===== config.mk =====
export PLATFORM = sky130hd
export DESIGN_NAME = bzh_div
export DESIGN_NICKNAME = d
export VERILOG_FILES = /design/src/rtl/bzh_pkg.sv /design/src/rtl/bzh_div.sv
export SDC_FILE = /design/constraint.sdc
export NUM_CORES = 2
export LEC_CHECK = 0
export BUFFER_PORTS_ARGS = -buffer_cell sky130_fd_sc_hd__buf_4
export CORE_MARGIN = 8
export CORE_UTILIZATION = 45
export CTS_CLUSTER_DIAMETER = 100
export DETAILED_ROUTE_END_ITERATION = 8
export SETUP_SLACK_MARGIN = 0.4
export SYNTH_ARGS = -nofsm -noshare
export SYNTH_HDL_FRONTEND = slang
export SYNTH_SLANG_ARGS = --single-unit
export TNS_END_PERCENT = 30

===== constraint.sdc =====
create_clock -name clk -period 11.9 [get_ports clk]
set_input_delay 0.595 -clock clk [delete_from_list [all_inputs] [get_ports clk]]
set_output_delay 0.595 -clock clk [all_outputs]
set_load 0.005 [all_outputs]

===== src/rtl/bzh_pkg.sv =====
`default_nettype none
package bzh_pkg;

  localparam int TQ               = 30;
  localparam int CNT_W            = 16;
  localparam int T_W              = TQ + 1;
  localparam int COORD_W          = 32;
  localparam int W_W              = TQ + 1;
  localparam int ACC_W            = 66;
  localparam int MAG_W            = 64;
  localparam int CV_W             = 44;
  localparam int ANG_W            = 32;
  localparam int HEAD_W           = 16;
  localparam int NPTS             = 6;
  localparam int ATAN_ENTRIES     = 24;
  localparam int CORDIC_STEPS_DEF = 16;
  localparam int CFG_W            = 64;
  localparam int CFG_IDX_W        = 3;

  localparam logic [T_W-1:0] TONE = T_W'(1) << TQ;

  localparam logic [CFG_IDX_W-1:0] CFG_CP0   = 3'd0;
  localparam logic [CFG_IDX_W-1:0] CFG_CP1   = 3'd1;
  localparam logic [CFG_IDX_W-1:0] CFG_CP2   = 3'd2;
  localparam logic [CFG_IDX_W-1:0] CFG_CP3   = 3'd3;
  localparam logic [CFG_IDX_W-1:0] CFG_CP4   = 3'd4;
  localparam logic [CFG_IDX_W-1:0] CFG_CP5   = 3'd5;
  localparam logic [CFG_IDX_W-1:0] CFG_COUNT = 3'd6;

  typedef struct packed {
    logic [NPTS-1:0][W_W-1:0] w;
    logic [NPTS-2:0][W_W-1:0] q;
  } weight_set_t;

  function automatic logic [T_W-1:0] mulq(input logic [T_W-1:0] a, input logic [T_W-1:0] b);
    logic [2*T_W-1:0] p;
    p = (2*T_W)'(a) * (2*T_W)'(b) + ((2*T_W)'(1) << (TQ - 1));
    return p[TQ+T_W-1:TQ];
  endfunction

  function automatic logic [ANG_W-1:0] atan_entry(input logic [4:0] i);
    logic [ANG_W-1:0] v;
    case (i)
      5'd0:  v = 32'h20000000;
      5'd1:  v = 32'h12E4051E;
      5'd2:  v = 32'h09FB385B;
      5'd3:  v = 32'h051111D4;
      5'd4:  v = 32'h028B0D43;
      5'd5:  v = 32'h0145D7E1;
      5'd6:  v = 32'h00A2F61E;
      5'd7:  v = 32'h00517C55;
      5'd8:  v = 32'h0028BE53;
      5'd9:  v = 32'h00145F2F;
      5'd10: v = 32'h000A2F98;
      5'd11: v = 32'h000517CC;
      5'd12: v = 32'h00028BE6;
      5'd13: v = 32'h000145F3;
      5'd14: v = 32'h0000A2F9;
      5'd15: v = 32'h0000517C;
      5'd16: v = 32'h000028BE;
      5'd17: v = 32'h0000145F;
      5'd18: v = 32'h00000A2F;
      5'd19: v = 32'h00000517;
      5'd20: v = 32'h0000028B;
      5'd21: v = 32'h00000145;
      5'd22: v = 32'h000000A2;
      5'd23: v = 32'h00000051;
      default: v = '0;
    endcase
    return v;
  endfunction

endpackage
`default_nettype wire


===== src/rtl/bzh_div.sv =====
`default_nettype none
module bzh_div (
  input  wire logic                      clk,
  input  wire logic                      rst_n,
  input  wire logic                      en,
  input  wire logic                      vld_in,
  input  wire logic [bzh_pkg::CNT_W-1:0] idx,
  input  wire logic [bzh_pkg::CNT_W-1:0] count,
  output logic                           vld_out,
  output logic [bzh_pkg::T_W-1:0]        t_out
);
  import bzh_pkg::*;

  localparam int DVD_W = CNT_W + TQ;

  logic             v_r  [0:T_W];
  logic [CNT_W-1:0] r_r  [0:T_W];
  logic [CNT_W-1:0] n_r  [0:T_W];
  logic [T_W-1:0]   dq_r [0:T_W];

  logic [CNT_W-1:0] cnt_c, nseg_c, idx_c;
  logic [DVD_W-1:0] dvd_c;

  always_comb begin
    cnt_c  = (count < CNT_W'(2)) ? CNT_W'(2) : count;
    nseg_c = cnt_c - CNT_W'(1);
    idx_c  = (idx > nseg_c) ? nseg_c : idx;
    dvd_c  = {idx_c, {TQ{1'b0}}} + DVD_W'(nseg_c >> 1);
  end

  always_ff @(posedge clk) begin
    if (!rst_n) begin
      v_r[0] <= 1'b0;
    end else if (en) begin
      v_r[0] <= vld_in;
    end
    if (en) begin
      r_r[0]  <= CNT_W'(dvd_c[DVD_W-1:T_W]);
      dq_r[0] <= dvd_c[T_W-1:0];
      n_r[0]  <= nseg_c;
    end
  end

  // one quotient bit per stage
  for (genvar j = 1; j <= T_W; j++) begin : g_step
    logic [CNT_W:0]   rs;
    logic             ge;
    logic [CNT_W-1:0] r_nxt;
    logic [T_W-1:0]   dq_nxt;

    always_comb begin
      rs     = {r_r[j-1], dq_r[j-1][T_W-1]};
      ge     = rs >= {1'b0, n_r[j-1]};
      r_nxt  = ge ? CNT_W'(rs - {1'b0, n_r[j-1]}) : rs[CNT_W-1:0];
      dq_nxt = {dq_r[j-1][T_W-2:0], ge};
    end

    always_ff @(posedge clk) begin
      if (!rst_n) begin
        v_r[j] <= 1'b0;
      end else if (en) begin
        v_r[j] <= v_r[j-1];
      end
      if (en) begin
        r_r[j]  <= r_nxt;
        dq_r[j] <= dq_nxt;
        n_r[j]  <= n_r[j-1];
      end
    end
  end

  assign vld_out = v_r[T_W];
  assign t_out   = dq_r[T_W];

endmodule
`default_nettype wire


# Word level (Yosys, flattened, before mapping)
# Memory sizes are Yosys's and may differ from the RTL's.
# Cells that the tools add are included.
# classes
n_addsub	33
order_cmp	33
mux	70
bitwise_logic	32
# ops
cell	count
2-to-1 mux 16 bit	33
greater-or-equal comparator 17 x 16 -> 1 bit	31
subtractor 16 bit	31
adder 46 x 15 -> 46 bit	1
2-to-1 mux 1 bit	37
OR 1 bit	32
> comparator 16 bit	1
< comparator 16 x 2 -> 1 bit, second input constant	1
subtractor 16 x 1 -> 16 bit, second input constant	1
# word_totals
ff_bits	0
ram_bits	2048
inputBits	36
output_inout_bits	32
word_cells	172
mem_count	4
# mem_list
name	words	width	read_ports	rd_ports_with_merged_regs	write_ports	line	rtl
dq_r	32	31	32	0	32	bzh_div.sv:19	logic [T_W-1:0] dq_r [0:T_W];
n_r	32	16	31	0	32	bzh_div.sv:18	logic [CNT_W-1:0] n_r [0:T_W];
r_r	32	16	31	0	32	bzh_div.sv:17	logic [CNT_W-1:0] r_r [0:T_W];
v_r	32	1	32	0	32	bzh_div.sv:16	logic v_r [0:T_W];

# Depth between registers and ports, before layout
# depth
depth_word	6
depth_mapped	21
mapped_depth_nobuf	20

# Least setup slack after synthesis
# OpenSTA, ideal clock, no wires.
# synth_path
path_type	input port to flip-flop
from	input count[9] (netlist bit)
to	memory r_r[0][0], data pin
setup_ns	0.266
arrival_time_ns	4.227
t_required_ns	11.634
setup_slack_ns	7.407
stages	18
path_buffers	1
path_cell_list	or4_1 -> or3_1 -> nor2_1 -> nand2_1 -> o31ai_1 -> ha_1 -> nand2b_1 -> nor4_1 -> xor2_1 -> inv_1 -> ha_1 -> a21o_1 -> a21o_1 -> a21oi_1 -> o21ai_0 -> o22ai_1 -> clkbuf_1 -> o21ai_0
# synth_rtl
item	line	rtl
from (decl)	bzh_div.sv:8	input wire logic [bzh_pkg::CNT_W-1:0] count,
to (decl)	bzh_div.sv:17	

==> results summary <==
The antenna diode count is 0. The pre-CTS worst setup slack came out at 5.92 ns. The detail route stage leaves a number of antenna-violating nets equal to 0. The share of power burned in combinational logic came out at 0.378. The internal portion of total power is 14300 uW. The critical path startpoint category is an input port. The flip-flop cell with the highest count after synthesis is sky130_fd_sc_hd__edfxtp_1. The clock transition at the register clock pins on the worst setup and hold paths after CTS is 0.05 ns. For this block, the via count after detailed routing is 44500. The overall routing resource usage came out at 0.155. The destination of the worst register-to-register timing path is r_r[1][18]$_DFFE_PP_. The height of the die is 425 um.

Averaged over all synthesized cells, the footprint is 12.6 sq um. The type of the worst setup path is in -> reg. The post-layout worst setup margin came out at 6.75 ns. The switching power as a share of total power is 0.342. The global-route met2 utilization came out at 0.256. For this run, the detailed router's first-pass iteration total came to 5. For this run, the post-layout net count is 6671. Clock tree synthesis found a total of 1520 sinks. The first-pass GRT wire length came out at 230000 um.

Using the TritonRoute via totals, the vias-per-cell ratio works out to 5.28. The transition time at the pin with the least slew margin came out at 1.25 ns. Including well taps, the total number of placed cells is 8127. The initial DRC count is 3144. The number of remaining DRC errors is 0. The largest fanout on the critical path is 31.

The final-report setup violation count is 0. For this configuration, the core starts out at a cell density of 0.452. Setup slack on the worst reg-to-reg path comes out at 8.24 ns. The area of the core region is 167000 sq um.

Setup repair after global routing left no endpoint under its margin. The sum of overflow across all layers after global routing came out at 0. The share of total power in sequential cells is 0.383. After floorplanning, the core was divided into 150 placement rows.

The number of hold violations in the final report was 0. The overall die area is 181000 sq um. The worst setup path is captured at a register.

The summed negative setup slack over all endpoints came out at 0 ns. The wire length after detailed routing is 143000 um. Clock tree synthesis selected as its root buffer the cell sky130_fd_sc_hd__clkbuf_16. The count of maximum capacitance violations is 0.

The final non-filler cell total came out at 8427. TritonCTS built the clock tree. The met1 usage in global routing came out at 0.211. The switching component of the power is 7440 uW. Entering global routing, the biggest net connects 196 pins. The highest achievable clock rate is 194 MHz. The run finished with clean final reports. The clock network fraction of total power came out at 0.238. The relative area change from synthesis to final layout came out at 11.4%. The worst register-to-register path has a depth of 10.

The startpoint identified for the worst hold timing path is idx[2]. The horizontal die dimension came out at 425 um. The worst hold path terminates at r_r[0][1]$_DFFE_PP_. Once detailed placement completed, the half-perimeter wirelength came to 101000 um.

IR analysis of the VDD net gives a maximum drop of 0.160 mV. The number of setup buffers added after CTS is 0. The number of top-level design ports came out at 68.

The met3 track utilization from global routing came out at 0.0253. The static leakage power came out at 0.0331 uW. The area of the mapped netlist came out at 75300 sq um. The final setup skew is 0.0425 ns. For this run, the number of Yosys warnings is 0. Data on the critical path is required at its endpoint by 12.45 ns. The count of pins over their slew limit came to 0. The share of cells above drive strength 1 came out at 0.0903.

Data on the critical path arrives at its endpoint at 5.70 ns. The clock network latency to the later pin of the worst-skew pair came out at 0.82 ns. Of the available clock period, the critical path in the final layout requires 0.433. The worst register-to-register path begins at n_r[2][1]$_DFFE_PP_. The number of buffers on the longest clock path came out at 3. The power per unit of standard cell area came out at 260 nW/um^2.

The worst hold path was traced through 3 stages. The number of levels in the clock H-tree is 4. The total clock buffers created by CTS is 165. The count of input and output buffers came out at 67. Counting distinct cell types in the post-synthesis netlist gives 82. The fraction of registers with async set/reset came out at 0. The count of flip-flops with a built-in enable after synthesis is 1519. The register bit count reported by yosys is 1520. The routability congestion estimate from global placement came out at 0.854. met2 is the most crowded layer. For this run, the register share of the synthesized area comes to 0.606. On the final layout, the worst hold slack is 0.0952 ns. The quantity of gates resized following cts came out at 0. The post-route minimum period came out at 5.15 ns. The relative slew slack is 0.165. The via count of the first global-routing pass is 43700.

Counting every net in the synthesized netlist gives 6530. The synthesized instance count came out at 5951. The number of antenna violations at the first check in global routing came out at 0.

In this run the worst hold path is classified as in -> reg. The detailed-route wire length per cell is 17.0 um.
-- routing by layer --
metal | part of all wire | vias up
met5 | 0 | -
met4 | 0.027 | 0
met3 | 0.038 | 233
met2 | 0.47 | 762
met1 | 0.47 | 21300
li1 | - | 22200
-- stage by stage --
step / util / total power, uW / cell area (sq um)
floorplan: - / 14600 / 75300
global placement: 0.469 / 16500 / 78200
detailed placement: 0.469 / 16600 / 78200
CTS: 0.503 / 22000 / 83900
global route: 0.503 / 23300 / 83900
finish: 0.503 / 21800 / 83900
-- layout make-up --
cell class              instances  area, sq um
repair buffers                 90          763
inverters                     654         2450
clock buffers                 187         4210
multi-input cells            3661        26600
fillers                     14300        82800
clock inverters               111         1400
well taps                    2204         2760
flip-flops and latches       1520        45600
-- registers in the layout, indices dropped and copies added, names as in the netlist --
signal and cells:
dq_r 621, r_r 495, v_r 32, n_r 372
-- cells in the mapped netlist (17+ instances only) --
master	instances	area [sq um]
sky130_fd_sc_hd__a211oi_1	30	225
sky130_fd_sc_hd__a21o_1	139	1040
sky130_fd_sc_hd__a21oi_1	461	2310
sky130_fd_sc_hd__a221oi_1	17	149
sky130_fd_sc_hd__a31oi_1	49	307
sky130_fd_sc_hd__and3_1	57	357
sky130_fd_sc_hd__buf_4	33	248
sky130_fd_sc_hd__clkbuf_1	63	236
sky130_fd_sc_hd__edfxtp_1	1519	45600
sky130_fd_sc_hd__fa_1	30	601
sky130_fd_sc_hd__ha_1	513	6420
sky130_fd_sc_hd__inv_1	654	2450
sky130_fd_sc_hd__mux2_2	163	1840
sky130_fd_sc_hd__mux2i_1	20	200
sky130_fd_sc_hd__nand2_1	350	1310
sky130_fd_sc_hd__nand2b_1	53	332
sky130_fd_sc_hd__nand3_1	70	350
sky130_fd_sc_hd__nand4_1	63	394
sky130_fd_sc_hd__nor2_1	378	1420
sky130_fd_sc_hd__nor2b_1	84	526
sky130_fd_sc_hd__nor3_1	60	300
sky130_fd_sc_hd__nor4_1	27	169
sky130_fd_sc_hd__o211ai_1	54	405
sky130_fd_sc_hd__o21a_1	60	450
sky130_fd_sc_hd__o21ai_0	295	1480
sky130_fd_sc_hd__o21bai_1	50	375
sky130_fd_sc_hd__o31a_1	31	272
sky130_fd_sc_hd__o31ai_1	33	248
sky130_fd_sc_hd__xnor2_1	168	1470
sky130_fd_sc_hd__xor2_1	175	1530
-- cells in the final DEF, fill, tap and decap left out, types with 139 or more instances in the layout --
cell                        synthesis  layout
sky130_fd_sc_hd__o21ai_0          295     295
sky130_fd_sc_hd__xor2_1           175     175
sky130_fd_sc_hd__nand2_1          350     350
sky130_fd_sc_hd__nor2_1           378     378
sky130_fd_sc_hd__clkbuf_16          0     165
sky130_fd_sc_hd__a21oi_1          461     460
sky130_fd_sc_hd__edfxtp_1        1519    1519
sky130_fd_sc_hd__ha_1             513     513
sky130_fd_sc_hd__a21o_1           139     139
sky130_fd_sc_hd__xnor2_1          168     168
sky130_fd_sc_hd__mux2_2           163     163
sky130_fd_sc_hd__inv_1            654     654
-- repair_timing --
action	4_1_cts	5_1_grt
setup endpoints to repair	0	0
endpoints found under the hold margin	2	0
hold buffers	2	0
-- critical path, stage by stage --
cell	delay, ns
sky130_fd_sc_hd__buf_4	0.13
sky130_fd_sc_hd__or4_1	0.56
sky130_fd_sc_hd__or3_1	0.41
sky130_fd_sc_hd__nor2_1	0.12
sky130_fd_sc_hd__nand2_1	0.14
sky130_fd_sc_hd__o31ai_1	0.51
sky130_fd_sc_hd__ha_1	0.29
sky130_fd_sc_hd__nand2b_1	0.14
sky130_fd_sc_hd__nor2b_1	0.26
sky130_fd_sc_hd__nand2_1	0.11
sky130_fd_sc_hd__xnor2_1	0.20
sky130_fd_sc_hd__inv_1	0.09
sky130_fd_sc_hd__ha_1	0.18
sky130_fd_sc_hd__a21o_1	0.17
sky130_fd_sc_hd__a21o_1	0.18
sky130_fd_sc_hd__a21oi_1	0.14
sky130_fd_sc_hd__o21ai_0	0.15
sky130_fd_sc_hd__o22ai_2	0.90
sky130_fd_sc_hd__mux2_2	0.41
-- cell families (layout without fill, tap and decap cells) --
group | count (synthesis) | count (layout) | share of synthesized area
compound gates | 1364 | 1364 | 0.114
simple gates | 1209 | 1209 | 0.0751
xor+xnor | 343 | 343 | 0.0399
mux | 202 | 202 | 0.0305
flops | 1520 | 1520 | 0.606
fa+ha+maj | 543 | 543 | 0.0933
buf+inv | 770 | 1042 | 0.0410
-- how the worst max path moves through the flow --
stage / start / to / depth (start not counted)
floorplan: count[9] / r_r[0][0]$_DFFE_PP_ / 18
global placement: count[9] / r_r[0][4]$_DFFE_PP_ / 19
detailed placement: count[9] / r_r[0][4]$_DFFE_PP_ / 19
CTS: count[9] / r_r[0][4]$_DFFE_PP_ / 19
global route: count[9] / r_r[0][4]$_DFFE_PP_ / 19
finish: count[9] / r_r[0][4]$_DFFE_PP_ / 19
-- power by group through the flow --
| stage | Sequential [uW] | Clock (uW) | Combinational, uW |
|---|---|---|---|
| 2_1_floorplan | 8100 | 0 | 6480 |
| 3_3_place_gp | 8450 | 0 | 8030 |
| 3_5_place_dp | 8450 | 0 | 8150 |
| 4_1_cts | 8360 | 5360 | 8230 |
| 5_1_grt | 8470 | 5560 | 9230 |
| 6_report | 8340 | 5190 | 8230 |
(Power assumes the default switching activity.)
